===== src/ttf_pkg.sv =====
// Widths, constants and control types of the triangle tangent frame block.
package ttf_pkg;

    localparam int POS_W   = 24;            // Q12.12 corner position
    localparam int TEX_W   = 16;            // Q2.14 texture coordinate
    localparam int NRM_W   = 16;            // Q1.14 normal
    localparam int OUT_W   = 32;            // Q16.16 result
    localparam int DP_W    = POS_W + 1;     // position delta
    localparam int DT_W    = TEX_W + 1;     // texcoord delta
    localparam int MA_W    = OUT_W + 1;     // multiplier operand a
    localparam int MB_W    = DT_W;          // multiplier operand b
    localparam int PROD_W  = MA_W + MB_W;   // product
    localparam int ACC_W   = PROD_W + 1;    // difference of two products
    localparam int NUM_W   = DP_W + DT_W + 1;
    localparam int DET_W   = 2 * DT_W + 1;
    localparam int TAN_SH  = 18;            // Q.26 / Q.28 -> Q.16
    localparam int Q_BITS  = OUT_W - 1;     // quotient bits below saturation
    localparam int DIV_W   = DET_W + Q_BITS + 1;
    localparam int CNT_W   = 5;
    localparam int RND_SH  = 14;            // Q.30 -> Q.16

    localparam logic signed [OUT_W-1:0] OUT_MAX = {1'b0, {(OUT_W-1){1'b1}}};
    localparam logic signed [OUT_W-1:0] OUT_MIN = {1'b1, {(OUT_W-1){1'b0}}};

    typedef struct packed {
        logic valid;    // issue a product this cycle
        logic sub;      // subtract it from the running value
    } t_mac_ctl;

    typedef struct packed {
        logic                    start;
        logic signed [NUM_W-1:0] num;
        logic signed [DET_W-1:0] det;
    } t_div_ctl;

    typedef struct packed {
        logic                    done;
        logic signed [OUT_W-1:0] quot;
    } t_div_stat;

endpackage


===== src/ttf_if.sv =====
// Corner and frame channel interfaces of the triangle tangent frame block.
interface ttf_in_if;
    logic                             valid;
    logic                             ready;
    logic signed [ttf_pkg::POS_W-1:0] pos_x;
    logic signed [ttf_pkg::POS_W-1:0] pos_y;
    logic signed [ttf_pkg::POS_W-1:0] pos_z;
    logic signed [ttf_pkg::TEX_W-1:0] tex_u;
    logic signed [ttf_pkg::TEX_W-1:0] tex_v;
    logic signed [ttf_pkg::NRM_W-1:0] norm_x;
    logic signed [ttf_pkg::NRM_W-1:0] norm_y;
    logic signed [ttf_pkg::NRM_W-1:0] norm_z;

    modport source (output valid, pos_x, pos_y, pos_z, tex_u, tex_v,
                    norm_x, norm_y, norm_z, input ready);
    modport sink   (input valid, pos_x, pos_y, pos_z, tex_u, tex_v,
                    norm_x, norm_y, norm_z, output ready);
endinterface

interface ttf_out_if;
    logic                             valid;
    logic                             ready;
    logic signed [ttf_pkg::OUT_W-1:0] tangent_x;
    logic signed [ttf_pkg::OUT_W-1:0] tangent_y;
    logic signed [ttf_pkg::OUT_W-1:0] tangent_z;
    logic signed [ttf_pkg::OUT_W-1:0] bitangent_x;
    logic signed [ttf_pkg::OUT_W-1:0] bitangent_y;
    logic signed [ttf_pkg::OUT_W-1:0] bitangent_z;
    logic                             degenerate;

    modport source (output valid, tangent_x, tangent_y, tangent_z, bitangent_x,
                    bitangent_y, bitangent_z, degenerate, input ready);
    modport sink   (input valid, tangent_x, tangent_y, tangent_z, bitangent_x,
                    bitangent_y, bitangent_z, degenerate, output ready);
endinterface


===== src/ttf_mac.sv =====
// Shared signed multiplier with a registered product and a two-term accumulator.
module ttf_mac (
    input  logic                             i_clk,
    input  logic                             i_rst_n,
    input  logic signed [ttf_pkg::MA_W-1:0]  i_a,
    input  logic signed [ttf_pkg::MB_W-1:0]  i_b,
    input  ttf_pkg::t_mac_ctl                i_ctl,
    output logic signed [ttf_pkg::ACC_W-1:0] o_acc
);

    logic signed [ttf_pkg::PROD_W-1:0] r_prod;
    logic signed [ttf_pkg::ACC_W-1:0]  r_acc;
    logic                              r_pv;
    logic                              r_sub;

    always_ff @(posedge i_clk) begin
        if (!i_rst_n) begin
            r_pv <= 1'b0;
        end else begin
            r_pv <= i_ctl.valid;
        end
    end

    always_ff @(posedge i_clk) begin
        if (i_ctl.valid) begin
            r_prod <= i_a * i_b;
            r_sub  <= i_ctl.sub;
        end
        // first term loads, second term subtracts
        if (r_pv) begin
            if (r_sub) begin
                r_acc <= r_acc - ttf_pkg::ACC_W'(r_prod);
            end else begin
                r_acc <= ttf_pkg::ACC_W'(r_prod);
            end
        end
    end

    assign o_acc = r_acc;

endmodule


===== src/ttf_div.sv =====
// Radix-2 restoring divider: rounded, sign-applied and saturated tangent quotient.
module ttf_div (
    input  logic               i_clk,
    input  logic               i_rst_n,
    input  ttf_pkg::t_div_ctl  i_ctl,
    output ttf_pkg::t_div_stat o_stat
);

    logic [ttf_pkg::NUM_W-1:0]        w_nmag;
    logic [ttf_pkg::DET_W-1:0]        w_dmag;
    logic [ttf_pkg::DIV_W-1:0]        w_dividend;
    logic [ttf_pkg::DIV_W-1:0]        w_dsh0;
    logic                             w_ge;
    logic                             w_first;
    logic                             w_last;
    logic signed [ttf_pkg::OUT_W-1:0] w_qs;

    logic [ttf_pkg::DIV_W-1:0]  r_rem;
    logic [ttf_pkg::DIV_W-1:0]  r_dsh;
    logic [ttf_pkg::CNT_W-1:0]  r_cnt;
    logic [ttf_pkg::Q_BITS-1:0] r_q;
    logic                       r_sat;
    logic                       r_neg;
    logic                       r_busy;
    logic                       r_done;

    assign w_nmag = i_ctl.num[ttf_pkg::NUM_W-1] ? ttf_pkg::NUM_W'(-i_ctl.num)
                                                : ttf_pkg::NUM_W'(i_ctl.num);
    assign w_dmag = i_ctl.det[ttf_pkg::DET_W-1] ? ttf_pkg::DET_W'(-i_ctl.det)
                                                : ttf_pkg::DET_W'(i_ctl.det);
    // add half the divisor up front so the floor quotient rounds to nearest
    assign w_dividend = ttf_pkg::DIV_W'({w_nmag, {ttf_pkg::TAN_SH{1'b0}}})
                      + ttf_pkg::DIV_W'(w_dmag >> 1);
    assign w_dsh0 = ttf_pkg::DIV_W'({w_dmag, {ttf_pkg::Q_BITS{1'b0}}});

    assign w_ge    = (r_rem >= r_dsh);
    assign w_first = (r_cnt == ttf_pkg::CNT_W'(ttf_pkg::Q_BITS));
    assign w_last  = (w_first && w_ge) || (r_cnt == '0);

    always_ff @(posedge i_clk) begin
        if (!i_rst_n) begin
            r_busy <= 1'b0;
            r_done <= 1'b0;
        end else begin
            r_done <= 1'b0;
            if (i_ctl.start) begin
                r_busy <= 1'b1;
            end else if (r_busy && w_last) begin
                r_busy <= 1'b0;
                r_done <= 1'b1;
            end
        end
    end

    always_ff @(posedge i_clk) begin
        if (i_ctl.start) begin
            r_rem <= w_dividend;
            r_dsh <= w_dsh0;
            r_cnt <= ttf_pkg::CNT_W'(ttf_pkg::Q_BITS);
            r_q   <= '0;
            r_sat <= 1'b0;
            // r = -1/det: negative when numerator and det share a sign
            r_neg <= (i_ctl.num[ttf_pkg::NUM_W-1] == i_ctl.det[ttf_pkg::DET_W-1])
                     && (i_ctl.num != '0);
        end else if (r_busy) begin
            r_dsh <= r_dsh >> 1;
            r_cnt <= r_cnt - 1'b1;
            if (w_first) begin
                // quotient reaches 2^31: saturate and stop
                r_sat <= w_ge;
            end else begin
                r_q <= {r_q[ttf_pkg::Q_BITS-2:0], w_ge};
                if (w_ge) begin
                    r_rem <= r_rem - r_dsh;
                end
            end
        end
    end

    assign w_qs = ttf_pkg::OUT_W'({1'b0, r_q});

    always_comb begin
        o_stat.done = r_done;
        if (r_sat) begin
            o_stat.quot = r_neg ? ttf_pkg::OUT_MIN : ttf_pkg::OUT_MAX;
        end else begin
            o_stat.quot = r_neg ? -w_qs : w_qs;
        end
    end

endmodule


===== src/triangle_tangent_frame.sv =====
// Top level of the triangle tangent frame block: corner store, sequencer, output register.
//
// Usage
//   i_corner carries one triangle corner per item (position Q12.12, texcoord Q2.14,
//   normal Q1.14). Send corners A, B, C in order; only B's normal is used.
//   o_frame carries one item per triangle: tangent and bitangent (N x T) in Q16.16,
//   saturated, and a degenerate flag that is set with all-zero vectors when the
//   UV determinant is zero.
// Sequence
//   Corners A and B are stored as they arrive. Corner C starts a sequence on one shared
//   33x17 multiplier and one radix-2 divider: the determinant, then each of three
//   numerators followed by its division (which ends early on saturation), then three
//   cross components, then the load of the output register. A degenerate triangle
//   goes from the determinant straight to that load. The divider makes one quotient
//   bit per cycle; no corner of the next triangle is taken until the result of the
//   last one is loaded.
// Reset and stall
//   Synchronous active-low reset empties the output register and restarts the
//   corner count at A. i_corner.ready is high only while no triangle is in work.
//   The output register holds its item while o_frame.ready is low; corners of the
//   next triangle are still taken, and its finished result waits until the held
//   item is gone.
module triangle_tangent_frame (
    input  logic       i_clk,
    input  logic       i_rst_n,
    ttf_in_if.sink     i_corner,
    ttf_out_if.source  o_frame
);

    // sequencer states
    localparam logic [1:0] ST_IDLE = 2'd0;
    localparam logic [1:0] ST_MUL  = 2'd1;
    localparam logic [1:0] ST_DIV  = 2'd2;
    localparam logic [1:0] ST_WAIT = 2'd3;

    // jobs of the shared multiplier
    localparam logic [2:0] JOB_DET  = 3'd0;
    localparam logic [2:0] JOB_NUM0 = 3'd1;
    localparam logic [2:0] JOB_NUM1 = 3'd2;
    localparam logic [2:0] JOB_NUM2 = 3'd3;
    localparam logic [2:0] JOB_CRS0 = 3'd4;
    localparam logic [2:0] JOB_CRS1 = 3'd5;
    localparam logic [2:0] JOB_CRS2 = 3'd6;

    localparam logic [1:0] PH_USE = 2'd3;

    localparam logic [1:0] CNT_A = 2'd0;
    localparam logic [1:0] CNT_B = 2'd1;
    localparam logic [1:0] CNT_C = 2'd2;

    localparam logic [ttf_pkg::ACC_W-1:0] RND_HALF =
        ttf_pkg::ACC_W'(1) << (ttf_pkg::RND_SH - 1);
    localparam logic [ttf_pkg::ACC_W-1:0] SAT_LIM =
        ttf_pkg::ACC_W'({1'b1, {(ttf_pkg::OUT_W-1){1'b0}}});

    // control
    logic [1:0] r_state;
    logic [1:0] r_count;
    logic [2:0] r_job;
    logic [1:0] r_phase;
    logic       r_out_valid;

    // held corners A and B
    logic signed [ttf_pkg::POS_W-1:0] r_pa [3];
    logic signed [ttf_pkg::POS_W-1:0] r_pb [3];
    logic signed [ttf_pkg::TEX_W-1:0] r_ta [2];
    logic signed [ttf_pkg::TEX_W-1:0] r_tb [2];
    logic signed [ttf_pkg::NRM_W-1:0] r_nb [3];

    // edge deltas relative to B
    logic signed [ttf_pkg::DP_W-1:0] r_dp1 [3];
    logic signed [ttf_pkg::DP_W-1:0] r_dp2 [3];
    logic signed [ttf_pkg::DT_W-1:0] r_dt1u;
    logic signed [ttf_pkg::DT_W-1:0] r_dt1v;
    logic signed [ttf_pkg::DT_W-1:0] r_dt2u;
    logic signed [ttf_pkg::DT_W-1:0] r_dt2v;

    // working results
    logic signed [ttf_pkg::DET_W-1:0] r_det;
    logic signed [ttf_pkg::OUT_W-1:0] r_tan [3];
    logic signed [ttf_pkg::OUT_W-1:0] r_bit [3];
    logic                             r_degen;

    // output register
    logic signed [ttf_pkg::OUT_W-1:0] r_o_tan [3];
    logic signed [ttf_pkg::OUT_W-1:0] r_o_bit [3];
    logic                             r_o_degen;

    logic signed [ttf_pkg::POS_W-1:0] w_pin [3];
    logic signed [ttf_pkg::MA_W-1:0]  w_a;
    logic signed [ttf_pkg::MB_W-1:0]  w_b;
    logic signed [ttf_pkg::ACC_W-1:0] w_acc;
    logic                             w_in_acc;
    logic                             w_use;
    logic                             w_is_num;
    logic                             w_load_out;
    logic [1:0]                       w_ni;
    logic [1:0]                       w_ci;
    ttf_pkg::t_mac_ctl                w_mac_ctl;
    ttf_pkg::t_div_ctl                w_div_ctl;
    ttf_pkg::t_div_stat               w_div_stat;

    // Round a Q.30 difference to Q.16, ties away from zero, then saturate.
    function automatic logic signed [ttf_pkg::OUT_W-1:0] f_round_sat(
        input logic signed [ttf_pkg::ACC_W-1:0] p
    );
        logic [ttf_pkg::ACC_W-1:0]        mag;
        logic [ttf_pkg::ACC_W-1:0]        m;
        logic signed [ttf_pkg::OUT_W-1:0] res;
        mag = p[ttf_pkg::ACC_W-1] ? ttf_pkg::ACC_W'(-p) : ttf_pkg::ACC_W'(p);
        m   = (mag + RND_HALF) >> ttf_pkg::RND_SH;
        if (p[ttf_pkg::ACC_W-1]) begin
            res = (m >= SAT_LIM) ? ttf_pkg::OUT_MIN : -ttf_pkg::OUT_W'(m);
        end else begin
            res = (m >= SAT_LIM) ? ttf_pkg::OUT_MAX : ttf_pkg::OUT_W'(m);
        end
        return res;
    endfunction

    assign w_pin[0] = i_corner.pos_x;
    assign w_pin[1] = i_corner.pos_y;
    assign w_pin[2] = i_corner.pos_z;

    assign i_corner.ready = (r_state == ST_IDLE);
    assign w_in_acc       = i_corner.valid & i_corner.ready;

    assign w_use      = (r_state == ST_MUL) && (r_phase == PH_USE);
    assign w_is_num   = (r_job >= JOB_NUM0) && (r_job <= JOB_NUM2);
    assign w_ni       = 2'(r_job - JOB_NUM0);
    assign w_ci       = 2'(r_job - JOB_CRS0);
    assign w_load_out = (r_state == ST_WAIT) && (!r_out_valid || o_frame.ready);

    // Operand select: phase 0 issues the first product, phase 1 the subtracted one.
    always_comb begin
        case (r_job)
            JOB_DET: begin
                w_a = r_phase[0] ? ttf_pkg::MA_W'(r_dt1v) : ttf_pkg::MA_W'(r_dt1u);
                w_b = r_phase[0] ? r_dt2u : r_dt2v;
            end
            JOB_NUM0, JOB_NUM1, JOB_NUM2: begin
                w_a = r_phase[0] ? ttf_pkg::MA_W'(r_dp2[w_ni])
                                 : ttf_pkg::MA_W'(r_dp1[w_ni]);
                w_b = r_phase[0] ? r_dt1v : r_dt2v;
            end
            JOB_CRS0: begin
                // ny*tz - nz*ty
                w_a = r_phase[0] ? ttf_pkg::MA_W'(r_tan[1]) : ttf_pkg::MA_W'(r_tan[2]);
                w_b = r_phase[0] ? ttf_pkg::MB_W'(r_nb[2]) : ttf_pkg::MB_W'(r_nb[1]);
            end
            JOB_CRS1: begin
                // nz*tx - nx*tz
                w_a = r_phase[0] ? ttf_pkg::MA_W'(r_tan[2]) : ttf_pkg::MA_W'(r_tan[0]);
                w_b = r_phase[0] ? ttf_pkg::MB_W'(r_nb[0]) : ttf_pkg::MB_W'(r_nb[2]);
            end
            JOB_CRS2: begin
                // nx*ty - ny*tx
                w_a = r_phase[0] ? ttf_pkg::MA_W'(r_tan[0]) : ttf_pkg::MA_W'(r_tan[1]);
                w_b = r_phase[0] ? ttf_pkg::MB_W'(r_nb[1]) : ttf_pkg::MB_W'(r_nb[0]);
            end
            default: begin
                w_a = '0;
                w_b = '0;
            end
        endcase
    end

    assign w_mac_ctl.valid = (r_state == ST_MUL) && !r_phase[1];
    assign w_mac_ctl.sub   = r_phase[0];

    assign w_div_ctl.start = w_use && w_is_num;
    assign w_div_ctl.num   = w_acc[ttf_pkg::NUM_W-1:0];
    assign w_div_ctl.det   = r_det;

    ttf_mac u_mac (
        .i_clk   (i_clk),
        .i_rst_n (i_rst_n),
        .i_a     (w_a),
        .i_b     (w_b),
        .i_ctl   (w_mac_ctl),
        .o_acc   (w_acc)
    );

    ttf_div u_div (
        .i_clk   (i_clk),
        .i_rst_n (i_rst_n),
        .i_ctl   (w_div_ctl),
        .o_stat  (w_div_stat)
    );

    // Sequencer.
    always_ff @(posedge i_clk) begin
        if (!i_rst_n) begin
            r_state     <= ST_IDLE;
            r_count     <= CNT_A;
            r_job       <= JOB_DET;
            r_phase     <= '0;
            r_out_valid <= 1'b0;
        end else begin
            // load a finished result, else drop the held item once taken
            if (w_load_out) begin
                r_out_valid <= 1'b1;
            end else if (o_frame.valid && o_frame.ready) begin
                r_out_valid <= 1'b0;
            end
            case (r_state)
                ST_IDLE: begin
                    if (w_in_acc) begin
                        case (r_count)
                            CNT_A:   r_count <= CNT_B;
                            CNT_B:   r_count <= CNT_C;
                            default: begin
                                r_count <= CNT_A;
                                r_state <= ST_MUL;
                                r_job   <= JOB_DET;
                                r_phase <= '0;
                            end
                        endcase
                    end
                end
                ST_MUL: begin
                    r_phase <= r_phase + 1'b1;
                    if (r_phase == PH_USE) begin
                        if (r_job == JOB_DET) begin
                            if (w_acc == '0) begin
                                r_state <= ST_WAIT;
                            end else begin
                                r_job <= JOB_NUM0;
                            end
                        end else if (w_is_num) begin
                            r_state <= ST_DIV;
                        end else if (r_job == JOB_CRS2) begin
                            r_state <= ST_WAIT;
                        end else begin
                            r_job <= r_job + 1'b1;
                        end
                    end
                end
                ST_DIV: begin
                    // advance to the next numerator, or to the cross terms after the last
                    if (w_div_stat.done) begin
                        r_job   <= r_job + 1'b1;
                        r_state <= ST_MUL;
                    end
                end
                ST_WAIT: begin
                    if (w_load_out) begin
                        r_state <= ST_IDLE;
                    end
                end
                default: begin
                    r_state <= ST_IDLE;
                end
            endcase
        end
    end

    // Corner store, deltas and working results.
    always_ff @(posedge i_clk) begin
        if (w_in_acc) begin
            case (r_count)
                CNT_A: begin
                    for (int i = 0; i < 3; i++) begin
                        r_pa[i] <= w_pin[i];
                    end
                    r_ta[0] <= i_corner.tex_u;
                    r_ta[1] <= i_corner.tex_v;
                end
                CNT_B: begin
                    for (int i = 0; i < 3; i++) begin
                        r_pb[i] <= w_pin[i];
                    end
                    r_tb[0] <= i_corner.tex_u;
                    r_tb[1] <= i_corner.tex_v;
                    r_nb[0] <= i_corner.norm_x;
                    r_nb[1] <= i_corner.norm_y;
                    r_nb[2] <= i_corner.norm_z;
                end
                default: begin
                    for (int i = 0; i < 3; i++) begin
                        r_dp1[i] <= ttf_pkg::DP_W'(r_pa[i]) - ttf_pkg::DP_W'(r_pb[i]);
                        r_dp2[i] <= ttf_pkg::DP_W'(w_pin[i]) - ttf_pkg::DP_W'(r_pb[i]);
                    end
                    r_dt1u <= ttf_pkg::DT_W'(r_ta[0]) - ttf_pkg::DT_W'(r_tb[0]);
                    r_dt1v <= ttf_pkg::DT_W'(r_ta[1]) - ttf_pkg::DT_W'(r_tb[1]);
                    r_dt2u <= ttf_pkg::DT_W'(i_corner.tex_u) - ttf_pkg::DT_W'(r_tb[0]);
                    r_dt2v <= ttf_pkg::DT_W'(i_corner.tex_v) - ttf_pkg::DT_W'(r_tb[1]);
                end
            endcase
        end

        if (w_use) begin
            if (r_job == JOB_DET) begin
                r_det   <= w_acc[ttf_pkg::DET_W-1:0];
                r_degen <= (w_acc == '0);
                if (w_acc == '0) begin
                    for (int i = 0; i < 3; i++) begin
                        r_tan[i] <= '0;
                        r_bit[i] <= '0;
                    end
                end
            end else if (!w_is_num) begin
                r_bit[w_ci] <= f_round_sat(w_acc);
            end
        end

        if ((r_state == ST_DIV) && w_div_stat.done) begin
            r_tan[w_ni] <= w_div_stat.quot;
        end

        if (w_load_out) begin
            for (int i = 0; i < 3; i++) begin
                r_o_tan[i] <= r_tan[i];
                r_o_bit[i] <= r_bit[i];
            end
            r_o_degen <= r_degen;
        end
    end

    assign o_frame.valid       = r_out_valid;
    assign o_frame.tangent_x   = r_o_tan[0];
    assign o_frame.tangent_y   = r_o_tan[1];
    assign o_frame.tangent_z   = r_o_tan[2];
    assign o_frame.bitangent_x = r_o_bit[0];
    assign o_frame.bitangent_y = r_o_bit[1];
    assign o_frame.bitangent_z = r_o_bit[2];
    assign o_frame.degenerate  = r_o_degen;

endmodule


===== src/flat_wrapper.sv =====
// flat-port wrapper written by rule: the top's interface ports become plain ports
module triangle_tangent_frame_flat 
  (i_clk, i_rst_n, i_corner_valid, i_corner_pos_x, i_corner_pos_y, i_corner_pos_z, i_corner_tex_u, i_corner_tex_v, i_corner_norm_x, i_corner_norm_y, i_corner_norm_z, i_corner_ready, o_frame_valid, o_frame_tangent_x, o_frame_tangent_y, o_frame_tangent_z, o_frame_bitangent_x, o_frame_bitangent_y, o_frame_bitangent_z, o_frame_degenerate, o_frame_ready);
  ttf_in_if i_corner_i ();
  ttf_out_if o_frame_i ();
  input  logic i_clk;
  input  logic i_rst_n;
  input wire logic [$bits(i_corner_i.valid)-1:0] i_corner_valid;
  input wire logic [$bits(i_corner_i.pos_x)-1:0] i_corner_pos_x;
  input wire logic [$bits(i_corner_i.pos_y)-1:0] i_corner_pos_y;
  input wire logic [$bits(i_corner_i.pos_z)-1:0] i_corner_pos_z;
  input wire logic [$bits(i_corner_i.tex_u)-1:0] i_corner_tex_u;
  input wire logic [$bits(i_corner_i.tex_v)-1:0] i_corner_tex_v;
  input wire logic [$bits(i_corner_i.norm_x)-1:0] i_corner_norm_x;
  input wire logic [$bits(i_corner_i.norm_y)-1:0] i_corner_norm_y;
  input wire logic [$bits(i_corner_i.norm_z)-1:0] i_corner_norm_z;
  output wire logic [$bits(i_corner_i.ready)-1:0] i_corner_ready;
  output wire logic [$bits(o_frame_i.valid)-1:0] o_frame_valid;
  output wire logic [$bits(o_frame_i.tangent_x)-1:0] o_frame_tangent_x;
  output wire logic [$bits(o_frame_i.tangent_y)-1:0] o_frame_tangent_y;
  output wire logic [$bits(o_frame_i.tangent_z)-1:0] o_frame_tangent_z;
  output wire logic [$bits(o_frame_i.bitangent_x)-1:0] o_frame_bitangent_x;
  output wire logic [$bits(o_frame_i.bitangent_y)-1:0] o_frame_bitangent_y;
  output wire logic [$bits(o_frame_i.bitangent_z)-1:0] o_frame_bitangent_z;
  output wire logic [$bits(o_frame_i.degenerate)-1:0] o_frame_degenerate;
  input wire logic [$bits(o_frame_i.ready)-1:0] o_frame_ready;
  assign i_corner_i.valid = i_corner_valid;
  assign i_corner_i.pos_x = i_corner_pos_x;
  assign i_corner_i.pos_y = i_corner_pos_y;
  assign i_corner_i.pos_z = i_corner_pos_z;
  assign i_corner_i.tex_u = i_corner_tex_u;
  assign i_corner_i.tex_v = i_corner_tex_v;
  assign i_corner_i.norm_x = i_corner_norm_x;
  assign i_corner_i.norm_y = i_corner_norm_y;
  assign i_corner_i.norm_z = i_corner_norm_z;
  assign i_corner_ready = i_corner_i.ready;
  assign o_frame_valid = o_frame_i.valid;
  assign o_frame_tangent_x = o_frame_i.tangent_x;
  assign o_frame_tangent_y = o_frame_i.tangent_y;
  assign o_frame_tangent_z = o_frame_i.tangent_z;
  assign o_frame_bitangent_x = o_frame_i.bitangent_x;
  assign o_frame_bitangent_y = o_frame_i.bitangent_y;
  assign o_frame_bitangent_z = o_frame_i.bitangent_z;
  assign o_frame_degenerate = o_frame_i.degenerate;
  assign o_frame_i.ready = o_frame_ready;
  triangle_tangent_frame u_core (.i_clk(i_clk), .i_rst_n(i_rst_n), .i_corner(i_corner_i), .o_frame(o_frame_i));
endmodule

===== config.mk =====
export PLATFORM = sky130hd
export DESIGN_NAME = triangle_tangent_frame_flat
export DESIGN_NICKNAME = d
export VERILOG_FILES = /design/src/ttf_pkg.sv /design/src/ttf_if.sv /design/src/ttf_mac.sv /design/src/ttf_div.sv /design/src/triangle_tangent_frame.sv /design/src/flat_wrapper.sv
export SDC_FILE = /design/constraint.sdc
export NUM_CORES = 2
export LEC_CHECK = 0
export BUFFER_PORTS_ARGS = -buffer_cell sky130_fd_sc_hd__buf_4
export CAP_MARGIN = 20
export CORE_MARGIN = 2
export CORE_UTILIZATION = 50
export CTS_CLUSTER_DIAMETER = 30
export DETAILED_ROUTE_END_ITERATION = 8
export GPL_ROUTABILITY_DRIVEN = 0
export PLACE_DENSITY_LB_ADDON = 0.25
export SLEW_MARGIN = 20
export SYNTH_ARGS = -nofsm -noshare
export SYNTH_HDL_FRONTEND = slang
export SYNTH_SLANG_ARGS = --single-unit

===== constraint.sdc =====
create_clock -name i_clk -period 12.5 [get_ports i_clk]
set_input_delay 0.625 -clock i_clk [delete_from_list [all_inputs] [get_ports i_clk]]
set_output_delay 0.625 -clock i_clk [all_outputs]
set_load 0.05 [all_outputs]

==> flow_metrics.env <==
export IMPL_status="completed"
export IMPL_power_density_nw_per_um2=324
export IMPL_wl_per_cell_um=21.8
export IMPL_first_global_vias=66500
export IMPL_use_met1_pct=33.4
export IMPL_totalWireLength_um=244000
export IMPL_clk_latency_ps=940
export IMPL_clockBufferDepth=4
export IMPL_dr_pass1_iters=8
export IMPL_grt_first_pass_wirelength_um=378000
export IMPL_multi_input_area_um2=44900
export IMPL_path_class="reg -> reg"
export IMPL_critPathTopFamily="adder cells"
export IMPL_preCtsSetupSlack_ps=2280
export IMPL_synth_async_reset_ratio_pct=0
export IMPL_dpl_cell_area_um2=89500
export IMPL_synth_top_family_by_area="adder cells"
export IMPL_dr_first_iter_drc_count=5624
export IMPL_p_leak_uw=0.0411
export IMPL_r2r_cells=29
export IMPL_rows=150
export IMPL_antenna_left=0
export IMPL_grt_usage_pct=28.2
export IMPL_cts_max_level=5
export IMPL_r2r_end="u_core.u_mac.r_prod[49]"
export IMPL_fin_crit_sh_pct=83.6
export IMPL_ir_worst_vdd_uv=1010
export IMPL_cp_end_kind="flip-flop"
export IMPL_ys_ff_latch=1181
export IMPL_design_area_um2=101000
export IMPL_worstHoldStart="i_rst_n"
export IMPL_whs_endpoint="u_core.r_job[2]"
export IMPL_cts_setup_buffers=0
export IMPL_most_common_layout_cells="edfxtp_1 (1100), nor2_1 (1015), inv_1 (997)"
export IMPL_synth_area_leaders="edfxtp_1 (39%), fa_1 (13%), ha_1 (7.0%)"
export IMPL_hp_class="in -> reg"
export IMPL_rsz0062_at_grt="false"
export IMPL_portBuffers=350
export IMPL_post_cts_resized=0
export IMPL_vias_per_cell=5.83
export IMPL_hold_viol=0
export IMPL_maxSlewHeadroom_pct=22.3
export IMPL_cts_sinks=1181
export IMPL_yosys_area_top_type="edfxtp_1"
export IMPL_final_layout_size_suffix_gt1_share_pct=12.4
export IMPL_nNetsFinal=9943
export IMPL_fillCellCount=13500
export IMPL_maxCapViolCount=0
export IMPL_crit_required_ps=13090
export IMPL_finalSetupTns_ps=0
export IMPL_synthSimpleGateAreaFrac_pct=13.6
export IMPL_clk_pin_slew_ps=50
export IMPL_instances_no_fill=11200
export IMPL_top_usage_layer="met2"
export IMPL_crit_path_max_incr_delay_ps=850
export IMPL_worstMarginPinSlew_ps=1160
export IMPL_dieArea_um2=172000
export IMPL_dr_total_vias=65300
export IMPL_hold_depth=2
export IMPL_path_common_cell="fa_1"
export IMPL_crit_path_top_delay_cell="dfxtp_1"
export IMPL_worst_slack_ps=2050
export IMPL_worst_path_buf_inv=4
export IMPL_fp_dieW_um=415
export IMPL_yosysUniqueCellTypes=102
export IMPL_fin_crit_ps=10450
export IMPL_reg2reg_slack_ps=2050
export IMPL_antenna_found_initial=1
export IMPL_synth_fa_ha_area_share_pct=19.8
export IMPL_syn_area_per_cell_um2=10.3
export IMPL_num_io_pins=351
export IMPL_setup_viol_count_final=0
export IMPL_drc_errors=0
export IMPL_synth_area_mux_share_pct=2.71
export IMPL_synth_nets=9360
export IMPL_tritoncts="yes"
export IMPL_fin_skew_ps=96.9
export IMPL_use_met3_pct=5.49
export IMPL_critPathMaxFanout=37
export IMPL_cts_buffers=289
export IMPL_netlist_area_um2=84300
export IMPL_dp_hpwl_um=180000
export IMPL_fmax_ghz=0.0957
export IMPL_grtUsageMet2_pct=46.9
export IMPL_cts_root_buf="clkbuf_16"
export IMPL_dieHeight_um=415
export IMPL_regArea_um2=34700
export IMPL_start_util_pct=50.4
export IMPL_synth_flop_cell="edfxtp_1"
export IMPL_slew_violations=0
export IMPL_core_area_um2=167000
export IMPL_syn_to_final_growth_pct=19.5
export IMPL_place_inst=10500
export IMPL_ys_warnings_count=0
export IMPL_synthXorXnorAreaFrac_pct=4.35
export IMPL_synth_cells=8190
export IMPL_grt_max_degree=88
export IMPL_synth_compound_area_share_pct=12.5
export IMPL_worstSetupStartpoint="u_core.r_job[2]"
export IMPL_yosysSeqAreaShare_pct=41.1
export IMPL_grt_ovfl_total=0
export IMPL_hold_buffers=152
export IMPL_timing_rr_start="u_core.r_job[2]"
export IMPL_layout_commonest_cell="edfxtp_1"
export IMPL_synth_edf_count=1100
export IMPL_yosysTopAreaCellShare_pct=39.2
export IMPL_start_kind="flip-flop"
export IMPL_cp_arrival_ps=11040
[registers in the layout, summed over array words and instances, names as in the netlist, 31 cells and up]
| name | count |
|---|---|
| u_core.r_bit | 96 |
| u_core.r_det | 35 |
| u_core.r_dp1 | 75 |
| u_core.r_dp2 | 75 |
| u_core.r_nb | 48 |
| u_core.r_o_bit | 96 |
| u_core.r_o_tan | 96 |
| u_core.r_pa | 72 |
| u_core.r_pb | 72 |
| u_core.r_ta | 32 |
| u_core.r_tan | 96 |
| u_core.r_tb | 32 |
| u_core.u_div.r_dsh | 66 |
| u_core.u_div.r_q | 31 |
| u_core.u_div.r_rem | 67 |
| u_core.u_mac.o_acc | 51 |
| u_core.u_mac.r_prod | 50 |
[power by group]
group	leakage [µW]	switching [µW]	internal, µW
clock	0.00468	2340	5150
sequential	0.0104	141	5640
combinational	0.0260	11200	8140
total	0.0411	13700	18900
[area by class of cell]
| cell class | count | share of cell area (%) |
|---|---|---|
| clock inverters | 190 | 2.24 |
| inverters | 1000 | 3.73 |
| well taps | 2204 | 2.74 |
| diodes | 4 | 0.00993 |
| clock buffers | 317 | 7.41 |
| multi-input cells | 5701 | 44.6 |
| repair buffers | 600 | 4.87 |
| flip-flops and latches | 1181 | 34.4 |
[worst max path at each step]
stage / end / slack (ps) / depth (start not counted)
finish: u_core.u_mac.r_prod[49] / 2050 / 29
global route: u_core.u_mac.r_prod[49] / 1450 / 29
CTS: u_core.u_mac.r_prod[49] / 2170 / 29
detailed placement: u_core.u_mac.r_prod[49] / 2280 / 29
global placement: u_core.u_mac.r_prod[49] / 2580 / 29
floorplan: u_core.u_mac.r_prod[49] / 2010 / 37
[logic make-up after synthesis]
kind of cell,Yosys count
adder cells (fa/ha/maj),1014
multiplexers,188
AO/OA/AOI/OAI,1576
XOR/XNOR,416
AND/OR/NAND/NOR,2507
buffers and inverters,1308
flip-flops,1181
[Yosys cell counts (139+ instances only)]
library cell and n:
inv_1 997, nand3_1 139, nor2_1 1018, nand2_1 658
xnor2_1 291, ha_1 475, clkbuf_1 260, a21oi_1 354
edfxtp_1 1100, mux2i_1 146, o21ai_0 379, fa_1 539
[stage by stage]
stage	hold slack, ps	utilization (%)	power, µW
3_5_place_dp	405	53.4	25000
2_1_floorplan	400	-	20500
5_1_grt	52.0	60.2	35600
3_3_place_gp	401	53.4	24500
4_1_cts	15.1	60.2	32700
6_report	65.4	60.2	32600
[worst reg2reg max path: cells and delay by family (launching register included)]
family / cells / cell delay (ps)
compound gates: 11 / 2640
xor+xnor: 1 / 90
fa+ha+maj: 7 / 3530
buf+inv: 4 / 720
flops: 1 / 850
mux: 1 / 620
simple gates: 5 / 1670
[layer usage]
| metal | part of all wire (%) | vias up |
|---|---|---|
| met5 | 0.0053 | - |
| met4 | 7.1 | 2 |
| met3 | 7.5 | 788 |
| met2 | 48 | 2934 |
| met1 | 38 | 31700 |
| li1 | - | 29800 |
Power figures use the tool's default switching activity.
